File: src/rtl/bgm_pkg.sv
package bgm_pkg;

    localparam int unsigned NUM_VERTICES_DEF = 64;
    localparam int unsigned OP_W             = 2;
    localparam int unsigned VID_W            = 6;
    localparam int unsigned ST_W             = 3;
    // vertex ids are VID_W bits wide, so no more rows than this can be addressed
    localparam int unsigned VID_LIM          = 2 ** VID_W;

    typedef enum logic [OP_W-1:0] {
        OP_INS_VERTEX = 2'd0,
        OP_ADD_EDGE   = 2'd1,
        OP_DEL_VERTEX = 2'd2,
        OP_DEL_EDGE   = 2'd3
    } t_opcode;

    typedef enum logic [ST_W-1:0] {
        ST_OK             = 3'd0,
        ST_VERTEX_EXISTS  = 3'd1,
        ST_VERTEX_MISSING = 3'd2,
        ST_BAD_ENDPOINTS  = 3'd3,
        ST_EDGE_EXISTS    = 3'd4,
        ST_ODD_CYCLE      = 3'd5,
        ST_EDGE_MISSING   = 3'd6
    } t_status;

    // read address source
    typedef enum logic [1:0] {
        RD_IN   = 2'd0,
        RD_A    = 2'd1,
        RD_B    = 2'd2,
        RD_SCAN = 2'd3
    } t_rd_sel;

    // row update kinds
    typedef enum logic [2:0] {
        WR_A_ADD  = 3'd0,
        WR_A_DEL  = 3'd1,
        WR_A_ZERO = 3'd2,
        WR_B_ADD  = 3'd3,
        WR_B_DEL  = 3'd4
    } t_wr_kind;

    // what a scan read feeds
    typedef enum logic [1:0] {
        SCAN_BFS   = 2'd0,
        SCAN_CHK   = 2'd1,
        SCAN_SWEEP = 2'd2
    } t_scan_mode;

    typedef struct packed {
        logic       load;
        logic       rd_en;
        t_rd_sel    rd_sel;
        logic       wr_en;
        t_wr_kind   wr_kind;
        logic       cap_a;
        logic       set_pres;
        logic       clr_pres;
        logic       bfs_init;
        logic       level_end;
        logic       chk_init;
        logic       sweep_init;
        logic       scan;
        t_scan_mode scan_mode;
    } t_dp_cmd;

    typedef struct packed {
        t_opcode op;
        logic    a_in;
        logic    a_ok;
        logic    b_ok;
        logic    a_eq_b;
        logic    edge_ab;
        logic    pend_nz;
        logic    lvl_empty;
        logic    odd;
    } t_dp_stat;

endpackage

File: src/rtl/bgm_ctrl.sv
module bgm_ctrl (
    input  logic                      i_clk,
    input  logic                      i_rst_n,
    input  logic                      i_in_valid,
    output logic                      o_in_ready,
    output logic                      o_out_valid,
    output logic [bgm_pkg::ST_W-1:0]  o_status,
    input  logic                      i_out_ready,
    output bgm_pkg::t_dp_cmd          o_cmd,
    input  bgm_pkg::t_dp_stat         i_stat
);
    import bgm_pkg::*;

    typedef enum logic [3:0] {
        S_IDLE,
        S_EXEC,
        S_BFS,
        S_LVL,
        S_CHK_INIT,
        S_CHK,
        S_CHK_END,
        S_CMT_B,
        S_DEL,
        S_EDEL_A,
        S_EDEL_B,
        S_DONE
    } t_state;

    t_state   r_state, n_state;
    t_status  r_status;
    logic     r_out_valid;
    t_status  r_out_status;

    logic     fin, slot_free, out_load;
    t_status  fin_status, out_status;
    t_dp_cmd  cmd;

    assign slot_free  = !r_out_valid || i_out_ready;
    assign out_load   = (fin || (r_state == S_DONE)) && slot_free;
    assign out_status = (r_state == S_DONE) ? r_status : fin_status;

    always_comb begin
        cmd        = '0;
        fin        = 1'b0;
        fin_status = ST_OK;
        n_state    = r_state;
        unique case (r_state)
            S_IDLE: begin
                if (i_in_valid) begin
                    cmd.load   = 1'b1;
                    cmd.rd_en  = 1'b1;
                    cmd.rd_sel = RD_IN;
                    n_state    = S_EXEC;
                end
            end
            S_EXEC: begin
                cmd.cap_a = 1'b1;
                unique case (i_stat.op)
                    OP_INS_VERTEX: begin
                        fin = 1'b1;
                        priority if (!i_stat.a_in) begin
                            fin_status = ST_VERTEX_MISSING;
                        end else if (i_stat.a_ok) begin
                            fin_status = ST_VERTEX_EXISTS;
                        end else begin
                            cmd.set_pres = 1'b1;
                        end
                    end
                    OP_ADD_EDGE: begin
                        priority if (!(i_stat.a_ok && i_stat.b_ok)) begin
                            fin        = 1'b1;
                            fin_status = ST_VERTEX_MISSING;
                        end else if (i_stat.a_eq_b) begin
                            fin        = 1'b1;
                            fin_status = ST_BAD_ENDPOINTS;
                        end else if (i_stat.edge_ab) begin
                            fin        = 1'b1;
                            fin_status = ST_EDGE_EXISTS;
                        end else begin
                            cmd.bfs_init = 1'b1;
                            n_state      = S_BFS;
                        end
                    end
                    OP_DEL_VERTEX: begin
                        if (!i_stat.a_ok) begin
                            fin        = 1'b1;
                            fin_status = ST_VERTEX_MISSING;
                        end else begin
                            cmd.clr_pres   = 1'b1;
                            cmd.wr_en      = 1'b1;
                            cmd.wr_kind    = WR_A_ZERO;
                            cmd.sweep_init = 1'b1;
                            n_state        = S_DEL;
                        end
                    end
                    OP_DEL_EDGE: begin
                        if (!i_stat.edge_ab) begin
                            fin        = 1'b1;
                            fin_status = ST_EDGE_MISSING;
                        end else begin
                            cmd.rd_en  = 1'b1;
                            cmd.rd_sel = RD_B;
                            n_state    = S_EDEL_A;
                        end
                    end
                endcase
            end
            S_BFS: begin
                cmd.scan      = 1'b1;
                cmd.scan_mode = SCAN_BFS;
                if (!i_stat.pend_nz) begin
                    n_state = S_LVL;
                end
            end
            S_LVL: begin
                cmd.level_end = 1'b1;
                n_state = i_stat.lvl_empty ? S_CHK_INIT : S_BFS;
            end
            S_CHK_INIT: begin
                cmd.chk_init = 1'b1;
                n_state      = S_CHK;
            end
            S_CHK: begin
                cmd.scan      = 1'b1;
                cmd.scan_mode = SCAN_CHK;
                if (!i_stat.pend_nz) begin
                    n_state = S_CHK_END;
                end
            end
            S_CHK_END: begin
                if (i_stat.odd) begin
                    fin        = 1'b1;
                    fin_status = ST_ODD_CYCLE;
                end else begin
                    cmd.wr_en   = 1'b1;
                    cmd.wr_kind = WR_A_ADD;
                    cmd.rd_en   = 1'b1;
                    cmd.rd_sel  = RD_B;
                    n_state     = S_CMT_B;
                end
            end
            S_CMT_B: begin
                cmd.wr_en   = 1'b1;
                cmd.wr_kind = WR_B_ADD;
                fin         = 1'b1;
            end
            S_DEL: begin
                cmd.scan      = 1'b1;
                cmd.scan_mode = SCAN_SWEEP;
                if (!i_stat.pend_nz) begin
                    fin = 1'b1;
                end
            end
            S_EDEL_A: begin
                cmd.wr_en   = 1'b1;
                cmd.wr_kind = WR_A_DEL;
                n_state     = S_EDEL_B;
            end
            S_EDEL_B: begin
                cmd.wr_en   = 1'b1;
                cmd.wr_kind = WR_B_DEL;
                fin         = 1'b1;
            end
            S_DONE: begin
                if (slot_free) begin
                    n_state = S_IDLE;
                end
            end
        endcase
        if (fin) begin
            n_state = slot_free ? S_IDLE : S_DONE;
        end
    end

    always_ff @(posedge i_clk) begin
        if (!i_rst_n) begin
            r_state     <= S_IDLE;
            r_out_valid <= 1'b0;
        end else begin
            r_state <= n_state;
            if (fin) begin
                r_status <= fin_status;
            end
            if (out_load) begin
                r_out_valid  <= 1'b1;
                r_out_status <= out_status;
            end else if (i_out_ready) begin
                r_out_valid <= 1'b0;
            end
        end
    end

    assign o_cmd       = cmd;
    assign o_in_ready  = (r_state == S_IDLE);
    assign o_out_valid = r_out_valid;
    assign o_status    = r_out_status;

endmodule

File: config.mk
export PLATFORM = sky130hd
export DESIGN_NAME = bgm_ctrl
export DESIGN_NICKNAME = d
export VERILOG_FILES = /design/src/rtl/bgm_pkg.sv /design/src/rtl/bgm_ctrl.sv
export SDC_FILE = /design/constraint.sdc
export NUM_CORES = 1
export LEC_CHECK = 0
export BUFFER_PORTS_ARGS = -buffer_cell sky130_fd_sc_hd__buf_2
export CAP_MARGIN = 20
export CORE_ASPECT_RATIO = 1.75
export CORE_MARGIN = 2
export CORE_UTILIZATION = 35
export CTS_CLUSTER_DIAMETER = 40
export DETAILED_ROUTE_END_ITERATION = 8
export SYNTH_ARGS = -nofsm -noshare
export SYNTH_HDL_FRONTEND = slang
export SYNTH_SLANG_ARGS = --single-unit
File: constraint.sdc
create_clock -name i_clk -period 1.9 [get_ports i_clk]
set_input_delay 0.475 -clock i_clk [delete_from_list [all_inputs] [get_ports i_clk]]
set_output_delay 0.475 -clock i_clk [all_outputs]
set_load 0.02 [all_outputs]
Yosys cells after proc, flatten, opt, wreduce, memory -nomap -nowiden. Index checks and enable logic that the tools add are counted.

Register bits: 11. Input port bits: 14. Logic and storage cells: 100.

Equality and inequality tests: 25. Mux-type cells: 58. Reduce and logical (&&, ||, !) cells: 13.

Operators with widths (number): two-way mux 4 bit (16); one-hot mux 4 bit (9 select lines) (1); two-way mux 3 bit (9); two-way mux 1 bit (21); != test 4 bit (second input constant) (5); one-hot mux 4 bit (5 select lines) (1); one-hot mux 3 bit (3 select lines) (2); == test 4 x 3 -> 1 bit (second input constant) (4); == test 4 bit (second input constant) (4); != test 3 bit (second input constant) (4); one-hot mux 3 bit (4 select lines) (1); one-hot mux 4 bit (3 select lines) (1); AND reduction 12 bit (1); nonzero test 10 bit (1); == test 4 x 2 -> 1 bit (second input constant) (2); one-hot mux 1 bit (4 select lines) (2); two-way mux 7 bit (1); one-hot mux 3 bit (2 select lines) (1); != test 5 x 2 -> 1 bit (second input constant) (1); == test 2 bit (second input constant) (2); == test 4 x 1 -> 1 bit (second input constant) (1); zero test 4 bit (1); two-way mux 2 bit (2); AND reduction 2 bit (2); other kinds (8) (10).

Depth between registers and ports, before layout.
Depth after elaboration: 8. Depth in mapped cells: 7.

Least setup slack after synthesis. OpenSTA, ideal clock, no wires.

Kind: register to output. From: register r_state[3]. To: output port o_cmd[16] in the netlist's numbering. Arrival time: 1.883 ns. Setup slack: -0.458 ns. Stages on the path, launching flop included: 6. Path buffers: 2. Cell sequence: dfxtp_1 -> buf_6 -> or4b_1 -> buf_2 -> o21ai_0 -> or2_2.

RTL lines: from (decl) (RTL line bgm_ctrl.sv:29) `t_state r_state, n_state;`; from (signal assigned) (RTL line bgm_ctrl.sv:180) `r_state <= n_state;`; to (decl) (RTL line bgm_ctrl.sv:9) `output bgm_pkg::t_dp_cmd o_cmd,`.

==> flow_metrics.tcl <==
set metrics [dict create \
    run_status "finished with violations" \
    violated_checks "negative setup slack" \
    routability_cong 0.809 \
    grt_start_max_net_pins 11 \
    timing.critical_path.mode_cell "sky130_fd_sc_hd__buf_4" \
    synth_cells 132 \
    criticalPathCategory "flop to output pin" \
    power.sequential.fraction_pct 14.9 \
    critical_path_peak_fanout 7 \
    timing_hold_violations_final 0 \
    syn_nets 146 \
    setup_viol 20 \
    power_frac_clock_pct 9.8 \
    portBuffers 35 \
    drc 0 \
    synth_edf_count 6 \
    asyncSetResetFlopFracSynth_pct 0 \
    timing.final.ws_setup_ns -0.330 \
    leakagePower_uw 0.000884 \
    report.final.slew_viol_count 0 \
    cts_tree "done" \
    fin_worst_skew_ns 0.00227 \
    postLayoutCoreUtil_pct 65.6 \
    layout.cells.non_filler 230 \
    fmax_mhz 448 \
    insertedDiodeCount 0 \
    final.setup.tns_ns -3.37 \
    synth_area_um2 1070 \
    critical_path_required_ns 1.42 \
    fin_area_um2 1920 \
    tritoncts_num_sinks 11 \
    fraction_of_layout_instances_using_a_drive_strength_above_1_pct 63.4 \
    type_of_origin_of_the_critical_path "flop" \
    cts_htree_levels 1 \
    initial_cell_density_of_the_core_pct 36.6 \
    placement_rows 26 \
    io_pins 37 \
    yosysWarningCount 0 \
    cts-buffers-inserted 3 \
    hold_path_class "flop to flop" \
    synth_ff_type "sky130_fd_sc_hd__edfxtp_1" \
    die_h_um 77.2 \
    finalNetCount 217 \
    gr-usage-all-layers_pct 20.8 \
    critical_path_arrival_ns 1.75 \
    cp_slowest_stage_delay_ns 0.56 \
    layout_min_cycle_time_ns 2.23 \
    ratio_of_final_minimum_period_to_clock_period_pct 117 \
    synth-seq-cells 11 \
    number_of_routed_nets_with_antenna_violations 0 \
    power.combinational.fraction_pct 75.2 \
    path_delay_family "simple AND/OR/NAND/NOR gates" \
    clock_tree.buffer_depth 2 \
    totalWireLength_um 3630 \
    cts.clk_slew.worst_paths_ns 0.05 \
    synth_cell_types 52 \
    postSynthAreaPerCell_um2 8.12 \
    crit_slowest_cell "sky130_fd_sc_hd__or4b_4" \
    drt-initial-drc-count 29 \
    die_area_um2 3540 \
    via_count_of_the_first_global_routing_pass 1231 \
    place_inst 210 \
    avgRoutedWirePerCell_um 15.8 \
    critPathCaptureType "output pin" \
    power_per_cell_area_nw_per_um2 1230 \
    dr_vias 1283 \
    total_power_uw 2370 \
    rsz_0062_raised_after_global_routing "true" \
    core_um2 2930 \
    synth_sequential_area_ratio_pct 26.1 \
    fp.dieW_um 45.8 \
    wire_length_of_the_first_global_routing_pass_um 5550 \
    drv_cap 0 \
    grt-ovfl-total 0 \
    irDropWorstVdd_mv 0.665 \
    switchingPower_uw 981 \
    syn_to_final_growth_pct 79.1 \
    crit_buf_inv 3 \
    grt_antenna_before_repair 0 \
    cts_root_buffer_type "sky130_fd_sc_hd__clkbuf_8" \
    worst_skew_pair.late_latency_ns 0.24 \
    power.switching_fraction_pct 41.4 \
    post_dp_cell_area_um2 1510 \
    cp_cell_sequence "or4b_4 -> buf_12 -> buf_4 -> nor4_4 -> buf_4" \
    hpwlAfterDp_um 2520 \
    drt_pre_antenna_iters 4 \
    avgViaCountPerCell 5.58 \
    power.internal_uw 1390 \
]
## final timing paths
check	endpoint	slack (ns)	depth (start not counted)	startpoint
max	o_cmd[6]	-0.33	5	r_state[3]$_SDFFE_PN0P_
min	o_status[2]$_DFFE_PP_	0.53	1	r_status[2]$_DFFE_PP_
max reg2reg	o_status[0]$_DFFE_PP_	-0.22	7	r_state[3]$_SDFFE_PN0P_
min reg2reg	o_status[2]$_DFFE_PP_	0.53	1	r_status[2]$_DFFE_PP_
## cells in the mapped netlist, drive strengths merged, types with 2 or more instances
master / instances / area (um2)
nand2: 11 / 41.3
o21ai: 11 / 55.1
buf: 8 / 51.3
inv: 7 / 26.3
edfxtp: 6 / 180
nor2: 6 / 22.5
nor3: 6 / 46.3
a21oi: 5 / 28.8
clkbuf: 5 / 18.8
dfxtp: 5 / 100
nand2b: 5 / 38.8
a21o: 4 / 30.0
nand3: 4 / 20.0
o211ai: 4 / 30.0
nor2b: 3 / 18.8
nor4: 3 / 18.8
o21a: 3 / 22.5
a22oi: 2 / 15.0
and2: 2 / 12.5
and2b: 2 / 15.0
and3b: 2 / 17.5
or2: 2 / 12.5
or3b: 2 / 17.5
or4: 2 / 15.0
## power by group through the flow
stage | registers [uW] | logic, uW | clock network (uW)
global placement | 349 | 1250 | 0
CTS | 352 | 1640 | 243
floorplan | 370 | 884 | 0
finish | 354 | 1780 | 233
detailed placement | 349 | 1270 | 0
global route | 356 | 1910 | 254
## timing repair
| action | in CTS | in global routing |
|---|---|---|
| hold buffers | 0 | 0 |
| buffers inserted | 12 | 7 |
| gates resized for setup | 46 | 28 |
| pin swaps | 10 | 10 |
| setup endpoints to repair | 20 | 27 |
## kinds of logic (layout without fill, tap and decap cells)
kind of cell	count (synthesis)	in the layout	share of synthesized area, %
AND/OR/NAND/NOR	57	57	34.7
AO/OA/AOI/OAI	40	40	27.1
buffers and inverters	20	90	8.98
flip-flops	11	11	26.1
multiplexers	2	2	1.98
other	1	1	0.350
XOR/XNOR	1	1	0.817
## registers in the layout, summed over array words and instances (netlist names)
| register | count |
|---|---|
| r_status | 3 |
| o_out_valid | 1 |
| o_status | 3 |
| r_state | 4 |
## metal layers
metal / vias up / part of all wire (%) / GRT usage, %
li1: 622 / - / -
met1: 617 / 34 / 21.3
met2: 31 / 60 / 38.5
met3: 13 / 2.0 / 1.65
met4: 0 / 3.4 / 10.0
met5: - / 0 / 0
## layout make-up
cell class                 count  area (um2)
tap                           28        35.0
clock buffer                   4        45.0
fill                         233        1010
sequential                    11         287
timing repair buffer          79         637
inverter                       7        41.3
multi-input combinational    101         876
## per-stage QoR
stage / hold WS (ns) / setup WS, ns
2_1_floorplan: 0.494 / -0.119
3_3_place_gp: 0.513 / -0.104
3_5_place_dp: 0.517 / -0.119
4_1_cts: 0.517 / -0.304
5_1_grt: 0.552 / -0.353
6_report: 0.531 / -0.330
## placed cells by master (no fill, tap or decap), types with 2 or more instances in the layout
master                     instances
sky130_fd_sc_hd__a21o_1            4
sky130_fd_sc_hd__a21oi_1           2
sky130_fd_sc_hd__a21oi_2           2
sky130_fd_sc_hd__buf_2            19
sky130_fd_sc_hd__buf_4            38
sky130_fd_sc_hd__buf_6            21
sky130_fd_sc_hd__clkbuf_8          3
sky130_fd_sc_hd__dfxtp_1           2
sky130_fd_sc_hd__dfxtp_2           2
sky130_fd_sc_hd__edfxtp_1          6
sky130_fd_sc_hd__inv_1             5
sky130_fd_sc_hd__nand2_1           9
sky130_fd_sc_hd__nand2_2           2
sky130_fd_sc_hd__nand2b_1          2
sky130_fd_sc_hd__nand2b_4          3
sky130_fd_sc_hd__nand3_1           3
sky130_fd_sc_hd__nor2_1            3
sky130_fd_sc_hd__nor2_2            3
sky130_fd_sc_hd__nor2b_1           2
sky130_fd_sc_hd__nor3_1            2
sky130_fd_sc_hd__nor3_2            3
sky130_fd_sc_hd__nor4_4            3
sky130_fd_sc_hd__o211ai_1          4
sky130_fd_sc_hd__o21a_1            3
sky130_fd_sc_hd__o21ai_0           7
sky130_fd_sc_hd__o21ai_4           2
sky130_fd_sc_hd__or2_4             2
No activity file was read; power rests on OpenSTA's default activity.
